[src/ttrd_pkg.sv]
// ----------------------------------------------------------------------------
// ttrd_pkg
// Shared types and constants of the time tag record decoder: register
// indexes, mode codes, record field widths and the decoded record struct.
// ----------------------------------------------------------------------------
package ttrd_pkg;

  // Configuration port geometry.
  localparam int CFG_INDEX_W = 1;
  localparam int CFG_DATA_W  = 2;

  // Configuration register indexes.
  localparam logic [CFG_INDEX_W-1:0] CFG_DEVICE_KIND = 1'd0;
  localparam logic [CFG_INDEX_W-1:0] CFG_TIMING_MODE = 1'd1;

  // Record format codes.
  localparam logic KIND_CH6 = 1'b0;
  localparam logic KIND_CH4 = 1'b1;

  // Timing mode codes.
  localparam logic [1:0] MODE_T2 = 2'd2;
  localparam logic [1:0] MODE_T3 = 2'd3;

  // Reset values of the configuration registers.
  localparam logic       DEVICE_KIND_RESET = KIND_CH6;
  localparam logic [1:0] TIMING_MODE_RESET = MODE_T2;

  // Widths of the payload.
  localparam int WORD_W    = 32;
  localparam int WIDE_W    = 64;
  localparam int CHANNEL_W = 6;
  localparam int TFIELD_W  = 28;  // widest time field (four-bit-channel T2)
  localparam int SFIELD_W  = 16;  // widest sync field (four-bit-channel T3)

  // Special channel codes.
  localparam logic [5:0] CH6_OVERFLOW = 6'd63;
  localparam logic [3:0] CH4_OVERFLOW = 4'd15;
  localparam logic [3:0] CH4_LAST_T2  = 4'd4;
  localparam logic [3:0] CH4_FIRST_T3 = 4'd1;
  localparam logic [3:0] CH4_LAST_T3  = 4'd4;

  // Fixed overflow periods of the four-bit-channel format.
  localparam logic [WIDE_W-1:0] OVF_PERIOD_CH4_T2 = 64'd210698240;
  localparam logic [WIDE_W-1:0] OVF_PERIOD_CH4_T3 = 64'd65536;

  // One record after field decode.
  typedef struct packed {
    logic                  is_photon;
    logic                  is_overflow;
    logic                  abs_time;     // T2: time field is relative to the base
    logic [TFIELD_W-1:0]   time_field;
    logic [SFIELD_W-1:0]   sync_field;
    logic [CHANNEL_W-1:0]  channel;
    logic [WIDE_W-1:0]     ovf_incr;
  } decode_t;

endpackage

[src/ttrd_decode.sv]
// ----------------------------------------------------------------------------
// ttrd_decode
// Field decode of one raw record: classifies it as photon, overflow or
// ignored, extracts the time, sync and channel fields and forms the
// overflow increment.
// ----------------------------------------------------------------------------
module ttrd_decode (
  input  logic [ttrd_pkg::WORD_W-1:0] word,
  input  logic                        device_kind,
  input  logic [1:0]                  timing_mode,
  output ttrd_pkg::decode_t           dec
);
  import ttrd_pkg::*;

  logic        special;
  logic [5:0]  ch6;
  logic [3:0]  ch4;
  logic [24:0] t6_t2;
  logic [14:0] t6_t3;
  logic [9:0]  s6_t3;
  logic [24:0] n6_t2;
  logic [9:0]  n6_t3;

  // Raw fields of both formats.
  assign special = word[31];
  assign ch6     = word[30:25];
  assign ch4     = word[31:28];
  assign t6_t2   = word[24:0];
  assign t6_t3   = word[24:10];
  assign s6_t3   = word[9:0];

  // Overflow counts, where a count of zero counts as one.
  assign n6_t2 = (t6_t2 == '0) ? 25'd1 : t6_t2;
  assign n6_t3 = (s6_t3 == '0) ? 10'd1 : s6_t3;

  // Classify the record and select its fields.
  always_comb begin
    dec = '0;
    if (device_kind == KIND_CH6) begin
      dec.channel = ch6;
      unique case (timing_mode)
        MODE_T2: begin
          dec.abs_time    = 1'b1;
          dec.time_field  = {3'b0, t6_t2};
          dec.is_photon   = !special;
          dec.is_overflow = special && (ch6 == CH6_OVERFLOW);
          dec.ovf_incr    = {14'b0, n6_t2, 25'b0};
        end
        MODE_T3: begin
          dec.time_field  = {13'b0, t6_t3};
          dec.sync_field  = {6'b0, s6_t3};
          dec.is_photon   = !special;
          dec.is_overflow = special && (ch6 == CH6_OVERFLOW);
          dec.ovf_incr    = {44'b0, n6_t3, 10'b0};
        end
        default: begin
          dec = '0;
        end
      endcase
    end else begin
      dec.channel = {2'b0, ch4};
      unique case (timing_mode)
        MODE_T2: begin
          dec.abs_time    = 1'b1;
          dec.time_field  = word[27:0];
          dec.is_photon   = (ch4 <= CH4_LAST_T2);
          dec.is_overflow = (ch4 == CH4_OVERFLOW) && (word[3:0] == 4'd0);
          dec.ovf_incr    = OVF_PERIOD_CH4_T2;
        end
        MODE_T3: begin
          dec.time_field  = {16'b0, word[27:16]};
          dec.sync_field  = word[15:0];
          dec.is_photon   = (ch4 >= CH4_FIRST_T3) && (ch4 <= CH4_LAST_T3);
          dec.is_overflow = (ch4 == CH4_OVERFLOW) && (word[19:16] == 4'd0);
          dec.ovf_incr    = OVF_PERIOD_CH4_T3;
        end
        default: begin
          dec = '0;
        end
      endcase
    end
  end

endmodule

[src/ttrd_accum.sv]
// ----------------------------------------------------------------------------
// ttrd_accum
// Running overflow base and photon counter, and the result register with
// its output handshake. One decoded record is applied per load.
// ----------------------------------------------------------------------------
module ttrd_accum (
  input  logic                           clk,
  input  logic                           rst,
  input  logic                           load,
  input  ttrd_pkg::decode_t              dec,
  input  logic                           last,
  output logic                           load_ok,
  output logic                           out_valid,
  input  logic                           out_stall,
  output logic                           is_photon,
  output logic [ttrd_pkg::WIDE_W-1:0]    time_value,
  output logic [ttrd_pkg::WIDE_W-1:0]    sync_count,
  output logic [ttrd_pkg::CHANNEL_W-1:0] channel_number,
  output logic [ttrd_pkg::WIDE_W-1:0]    photons_in_buffer,
  output logic [ttrd_pkg::WIDE_W-1:0]    overflow_total
);
  import ttrd_pkg::*;

  logic [WIDE_W-1:0] overflow_base;
  logic [WIDE_W-1:0] overflow_base_next;
  logic [WIDE_W-1:0] photon_counter;
  logic [WIDE_W-1:0] count_incr;
  logic [WIDE_W-1:0] time_next;
  logic [WIDE_W-1:0] sync_next;

  // The result register can take a new record when empty or being drained.
  assign load_ok = !out_valid || !out_stall;

  // State updates and result values of the record being loaded.
  always_comb begin
    overflow_base_next = overflow_base + (dec.is_overflow ? dec.ovf_incr : '0);
    count_incr         = photon_counter + {{(WIDE_W-1){1'b0}}, dec.is_photon};
    time_next          = '0;
    sync_next          = '0;
    if (dec.is_photon) begin
      if (dec.abs_time) begin
        time_next = overflow_base + {{(WIDE_W-TFIELD_W){1'b0}}, dec.time_field};
      end else begin
        time_next = {{(WIDE_W-TFIELD_W){1'b0}}, dec.time_field};
        sync_next = overflow_base + {{(WIDE_W-SFIELD_W){1'b0}}, dec.sync_field};
      end
    end
  end

  // Control: result valid and running state.
  always_ff @(posedge clk) begin
    if (rst) begin
      out_valid      <= 1'b0;
      overflow_base  <= '0;
      photon_counter <= '0;
    end else begin
      if (load) begin
        out_valid      <= 1'b1;
        overflow_base  <= overflow_base_next;
        photon_counter <= last ? '0 : count_incr;
      end else if (!out_stall) begin
        out_valid <= 1'b0;
      end
    end
  end

  // Result payload.
  always_ff @(posedge clk) begin
    if (load) begin
      is_photon         <= dec.is_photon;
      time_value        <= time_next;
      sync_count        <= sync_next;
      channel_number    <= dec.is_photon ? dec.channel : '0;
      photons_in_buffer <= count_incr;
      overflow_total    <= overflow_base_next;
    end
  end

  // The base only moves when a record is loaded.
  a_base_hold: assert property (@(posedge clk) disable iff (rst)
    !load |=> $stable(overflow_base))
    else $error("overflow base changed without a record");

  // The last record of a buffer restarts the photon count.
  a_buffer_restart: assert property (@(posedge clk) disable iff (rst)
    load && last |=> photon_counter == '0)
    else $error("photon counter did not restart after last record");

  // A non-photon result carries no time, sync or channel.
  a_nonphoton_zero: assert property (@(posedge clk) disable iff (rst)
    out_valid && !is_photon |->
      time_value == '0 && sync_count == '0 && channel_number == '0)
    else $error("non-photon result with nonzero fields");

  // The reported base always matches the running base.
  a_total_match: assert property (@(posedge clk) disable iff (rst)
    out_valid |-> overflow_total == overflow_base)
    else $error("overflow total differs from running base");

endmodule

[src/time_tag_record_decoder_unit.sv]
// ----------------------------------------------------------------------------
// time_tag_record_decoder_unit
// Decoder for 32-bit time-tagged photon records in two formats, each in
// absolute (T2) or sync-relative (T3) timing mode.
//
// Usage:
//   Records enter on the in channel (in_valid / in_stall, record_word and
//   last_record) and one result leaves on the out channel (out_valid /
//   out_stall) for every record, photon or not. A transfer takes place at a
//   rising edge with valid high and stall low.
//   A record taken on the in channel lands in the input register; its result
//   is registered in the result register once that register can take it, and
//   out_valid rises with it.
//   Throughput: one record per cycle while the receiver does not stall. The
//   figure is set by the overflow base loop: one 64-bit add of the base per record.
//   When the receiver stalls, the result register holds its result and the
//   input register takes one more record, after which in_stall rises.
//   Configuration (format and timing mode) is written on cfg_write /
//   cfg_index / cfg_data while no record is in flight.
//   Reset is synchronous: both registers empty, overflow base and photon
//   count cleared, format six-bit-channel, timing mode T2.
// ----------------------------------------------------------------------------
module time_tag_record_decoder_unit (
  input  logic                             clk,
  input  logic                             rst,
  input  logic                             cfg_write,
  input  logic [ttrd_pkg::CFG_INDEX_W-1:0] cfg_index,
  input  logic [ttrd_pkg::CFG_DATA_W-1:0]  cfg_data,
  input  logic                             in_valid,
  output logic                             in_stall,
  input  logic [ttrd_pkg::WORD_W-1:0]      record_word,
  input  logic                             last_record,
  output logic                             out_valid,
  input  logic                             out_stall,
  output logic                             is_photon,
  output logic [ttrd_pkg::WIDE_W-1:0]      time_value,
  output logic [ttrd_pkg::WIDE_W-1:0]      sync_count,
  output logic [ttrd_pkg::CHANNEL_W-1:0]   channel_number,
  output logic [ttrd_pkg::WIDE_W-1:0]      photons_in_buffer,
  output logic [ttrd_pkg::WIDE_W-1:0]      overflow_total
);
  import ttrd_pkg::*;

  logic              device_kind;
  logic [1:0]        timing_mode;
  logic              hold_valid;
  logic [WORD_W-1:0] hold_word;
  logic              hold_last;
  logic              load_ok;
  logic              advance;
  logic              take;
  decode_t           dec;

  // Configuration registers.
  always_ff @(posedge clk) begin
    if (rst) begin
      device_kind <= DEVICE_KIND_RESET;
      timing_mode <= TIMING_MODE_RESET;
    end else if (cfg_write) begin
      unique case (cfg_index)
        CFG_DEVICE_KIND: device_kind <= cfg_data[0];
        CFG_TIMING_MODE: timing_mode <= cfg_data[1:0];
        default: ;
      endcase
    end
  end

  // Input handshake: the held record moves on when the result register is free.
  assign advance  = hold_valid && load_ok;
  assign in_stall = hold_valid && !load_ok;
  assign take     = in_valid && !in_stall;

  always_ff @(posedge clk) begin
    if (rst) begin
      hold_valid <= 1'b0;
    end else if (take) begin
      hold_valid <= 1'b1;
    end else if (advance) begin
      hold_valid <= 1'b0;
    end
  end

  always_ff @(posedge clk) begin
    if (take) begin
      hold_word <= record_word;
      hold_last <= last_record;
    end
  end

  // Field decode of the held record.
  ttrd_decode u_decode (
    .word        (hold_word),
    .device_kind (device_kind),
    .timing_mode (timing_mode),
    .dec         (dec)
  );

  // Running state and result register.
  ttrd_accum u_accum (
    .clk               (clk),
    .rst               (rst),
    .load              (advance),
    .dec               (dec),
    .last              (hold_last),
    .load_ok           (load_ok),
    .out_valid         (out_valid),
    .out_stall         (out_stall),
    .is_photon         (is_photon),
    .time_value        (time_value),
    .sync_count        (sync_count),
    .channel_number    (channel_number),
    .photons_in_buffer (photons_in_buffer),
    .overflow_total    (overflow_total)
  );

  // Stall on the input only while both registers are full and blocked.
  a_stall_cause: assert property (@(posedge clk) disable iff (rst)
    in_stall |-> hold_valid && out_valid && out_stall)
    else $error("input stalled with room downstream");

  // A held record that is not passed on stays in the input register.
  a_hold_kept: assert property (@(posedge clk) disable iff (rst)
    hold_valid && !advance |=> hold_valid && $stable(hold_word))
    else $error("held record lost under stall");

  // Every record passed on appears as a result at the next edge.
  a_result_follows: assert property (@(posedge clk) disable iff (rst)
    advance |=> out_valid)
    else $error("record passed on without a result");

endmodule

[config.mk]
export PLATFORM = sky130hd
export DESIGN_NAME = time_tag_record_decoder_unit
export DESIGN_NICKNAME = d
export VERILOG_FILES = /design/src/ttrd_pkg.sv /design/src/ttrd_decode.sv /design/src/ttrd_accum.sv /design/src/time_tag_record_decoder_unit.sv
export SDC_FILE = /design/constraint.sdc
export NUM_CORES = 1
export LEC_CHECK = 0
export ABC_AREA = 1
export CAP_MARGIN = 15
export CORE_MARGIN = 5
export CORE_UTILIZATION = 50
export CTS_CLUSTER_SIZE = 10
export DETAILED_ROUTE_END_ITERATION = 12
export DONT_BUFFER_PORTS = 1
export PLACE_DENSITY_LB_ADDON = 0.08
export SYNTH_ARGS = -nofsm -noshare
export SYNTH_HDL_FRONTEND = slang
export SYNTH_HIERARCHICAL = 1
export SYNTH_SLANG_ARGS = --single-unit
[constraint.sdc]
create_clock -name clk -period 16.3 [get_ports clk]
set_clock_uncertainty 0.15 [all_clocks]
set_input_delay 2.445 -clock clk [delete_from_list [all_inputs] [get_ports clk]]
set_output_delay 2.445 -clock clk [all_outputs]
set_load 0.05 [all_outputs]
==> impl_metrics.yaml <==
layout:
  design_area_um2: 31800
  nets: 4489
  drive_gt1_frac: 0.0384
  diodes: 0
  area_growth_pct: 7.41
  layout_common_cells: "nand2_1 (1408), inv_1 (748), nor2_1 (495)"
  layout_commonest_cell: "nand2_1"
route:
  drc_errors: 0
  wl_per_cell_um: 21.7
  vias_per_cell: 5.41
  antenna_left: 0
  vias: 27900
  wl_um: 112000
  dr.pass1.iters: 6
  drtIter0Drc: 2577
cts:
  cts_buffer_depth: 3
  hold_buffers: 0
  cts_buffers: 52
  cts_htree_levels: 2
  clk_latency_ns: 0.61
  post_cts_buffers: 0
  cts_resized: 0
  clockRootBuffer: "clkbuf_16"
  cts_tree: "done"
  clk_pin_slew_ns: 0.06
  clkSinkCount: 429
synthesis:
  synth_xor_area_frac: 0.0239
  ys_seq_elements: 429
  synth_cell_types: 60
  synth_top_family_by_area: "simple AND/OR/NAND/NOR gates"
  synth_compound_area_frac: 0.0900
  syn_area_um2: 29600
  synth_cells: 4349
  ys.warnings.count: 6
  synth_seq_area_share: 0.391
  synth_fa_ha_area_frac: 0.0481
  synth_simple_gate_area_frac: 0.330
  muxShareOfSynthArea: 0
  syn-mean-instance-area_um2: 6.80
sta:
  period_needed_ns: 5.63
  maxSlewViolCount: 0
  fin_crit_sh: 0.345
  tightest_slew_ns: 1.08
  fmax_ghz: 0.178
  setup-tns-final_ns: 0
  rsz0062_at_grt: "false"
  finalSetupViolCount: 0
  timing.hold.ws_ns: 0.321
  hold_viol: 0
  slew_headroom: 0.279
floorplan:
  std_cell_rows: 89
  io_pins: 306
  die-area_um2: 64100
  chipHeight_um: 253
  start_util: 0.503
  die_w_um: 253
  core_um2: 58800
global_route:
  track_usage: 0.337
  grt_max_degree: 132
  grt_pass1_vias: 26100
  antenna_found_initial: 2
  grt_pass1_wl_um: 163000
  grt_overflow: 0
worst_setup_path:
  crit_type: "primary input to output port"
  start_kind: "primary input"
  worstRegToRegCells: 20
  cp_data_required_time_ns: 13.71
  worstPathArrival_ns: 3.04
  worstReg2RegEnd: "u_accum/overflow_base[59]"
  crit_start: "out_stall"
  reg2reg_slack_ns: 11.74
  crit_path_end: "in_stall"
  r2r_start: "device_kind"
  critPathMaxFanout: 3
  cp-end-kind: "output port"
placement:
  placed_cell_area_um2: 30200
  place_hpwl_um: 90100
  portBuffers: 0
  gp_congestion: 1.02
pwr:
  power_density_nw_per_um2: 86.6
  ir_worst_vdd_mv: 0.114
  power.leakage_nw: 15.1
  p_total_mw: 2.75
min_path:
  min_path_cells: 2
  hold_class: "flop to flop"
job:
  drv_cap: 0
run_status:
  outcome: "finished clean"
## area by class of cell
| cell class | count | area [µm²] |
|---|---|---|
| multi-input combinational | 3072 | 14700 |
| sequential | 429 | 11600 |
| fill | 5975 | 27000 |
| clock buffer | 83 | 1470 |
| clock inverter | 9 | 88.8 |
| inverter | 768 | 2900 |
| tap | 773 | 967 |
| timing repair buffer | 13 | 97.6 |
## where the power goes
part | total, mW | internal (mW) | switching [mW]
clock | 1.07 | 0.630 | 0.444
combinational | 0.278 | 0.0706 | 0.207
sequential | 1.40 | 1.23 | 0.173
## flip-flops by register name, indices dropped and copies added, names as in the netlist
name,cells
u_accum/is_photon,1
hold_word,32
u_accum/time_value,64
u_accum/photons_in_buffer,64
u_accum/overflow_base,64
device_kind,1
u_accum/sync_count,64
u_accum/overflow_total,64
timing_mode,2
hold_last,1
u_accum/out_valid,1
u_accum/channel_number,6
hold_valid,1
u_accum/photon_counter,64
## cell usage after synthesis, drive strengths merged
library cell,instances,share of area
a211oi,1,0.00025
a21boi,3,0.00076
a21o,5,0.0013
a21oi,311,0.053
a22o,1,0.00030
and2,10,0.0021
and3,2,0.00042
buf,49,0.012
clkbuf,58,0.0074
clkinv,3,0.00055
conb,1,0.00013
dfxtp,133,0.090
edfxtp,296,0.30
fa,3,0.0020
ha,109,0.046
inv,765,0.097
nand2,1423,0.18
nand3,237,0.041
nand3b,10,0.0030
nand4,41,0.0089
nor2,518,0.069
nor3,78,0.015
nor3b,1,0.00025
nor4,18,0.0045
o211ai,2,0.00051
o21a,8,0.0020
o21ai,148,0.025
o21bai,11,0.0032
o221ai,3,0.00089
o22ai,9,0.0019
o311ai,2,0.00059
o31ai,1,0.00025
or2,10,0.0021
xnor2,14,0.0044
xor2,65,0.020
## worst max-delay path: stages
cell and delay, ns:
nand2_1 0.06, inv_1 0.08, nand2_1 0.06, inv_1 0.38
## per-layer routing
metal  track usage  wire, µm
met1         0.435     45400
met2         0.557     51500
met4         0.143      5590
met3        0.0652      9280
met5             0        53
## worst min path at each step
stage,startpoint,endpoint,slack [ns]
final,u_accum/photon_counter[0],u_accum/photon_counter[0],0.32
after global routing,u_accum/photon_counter[0],u_accum/photon_counter[0],0.35
after CTS,u_accum/photon_counter[0],u_accum/photon_counter[0],0.32
after detailed placement,u_accum/photon_counter[0],u_accum/photon_counter[0],0.31
after global placement,u_accum/photon_counter[0],u_accum/photon_counter[0],0.31
after floorplan,u_accum/photon_counter[0],u_accum/photon_counter[0],0.30
## logic make-up (layout without fill, tap and decap cells)
family                   count (synthesis)  count (layout)
buffers and inverters                  875             873
AND/OR/NAND/NOR                       2348            2348
XOR/XNOR                                79              79
flip-flops                             429             429
AO/OA/AOI/OAI                          505             505
adder cells (fa/ha/maj)                112             112
other                                    1              28
## per-stage QoR
stage / cells / utilization / worst slack [ns]
floorplan: 4376 / - / 6.65
global placement: 5055 / 0.514 / 10.68
detailed placement: 5055 / 0.514 / 10.66
CTS: 5147 / 0.540 / 10.66
global route: 5147 / 0.540 / 10.62
finish: 5147 / 0.540 / 10.67
Power figures use the tool's default switching activity.
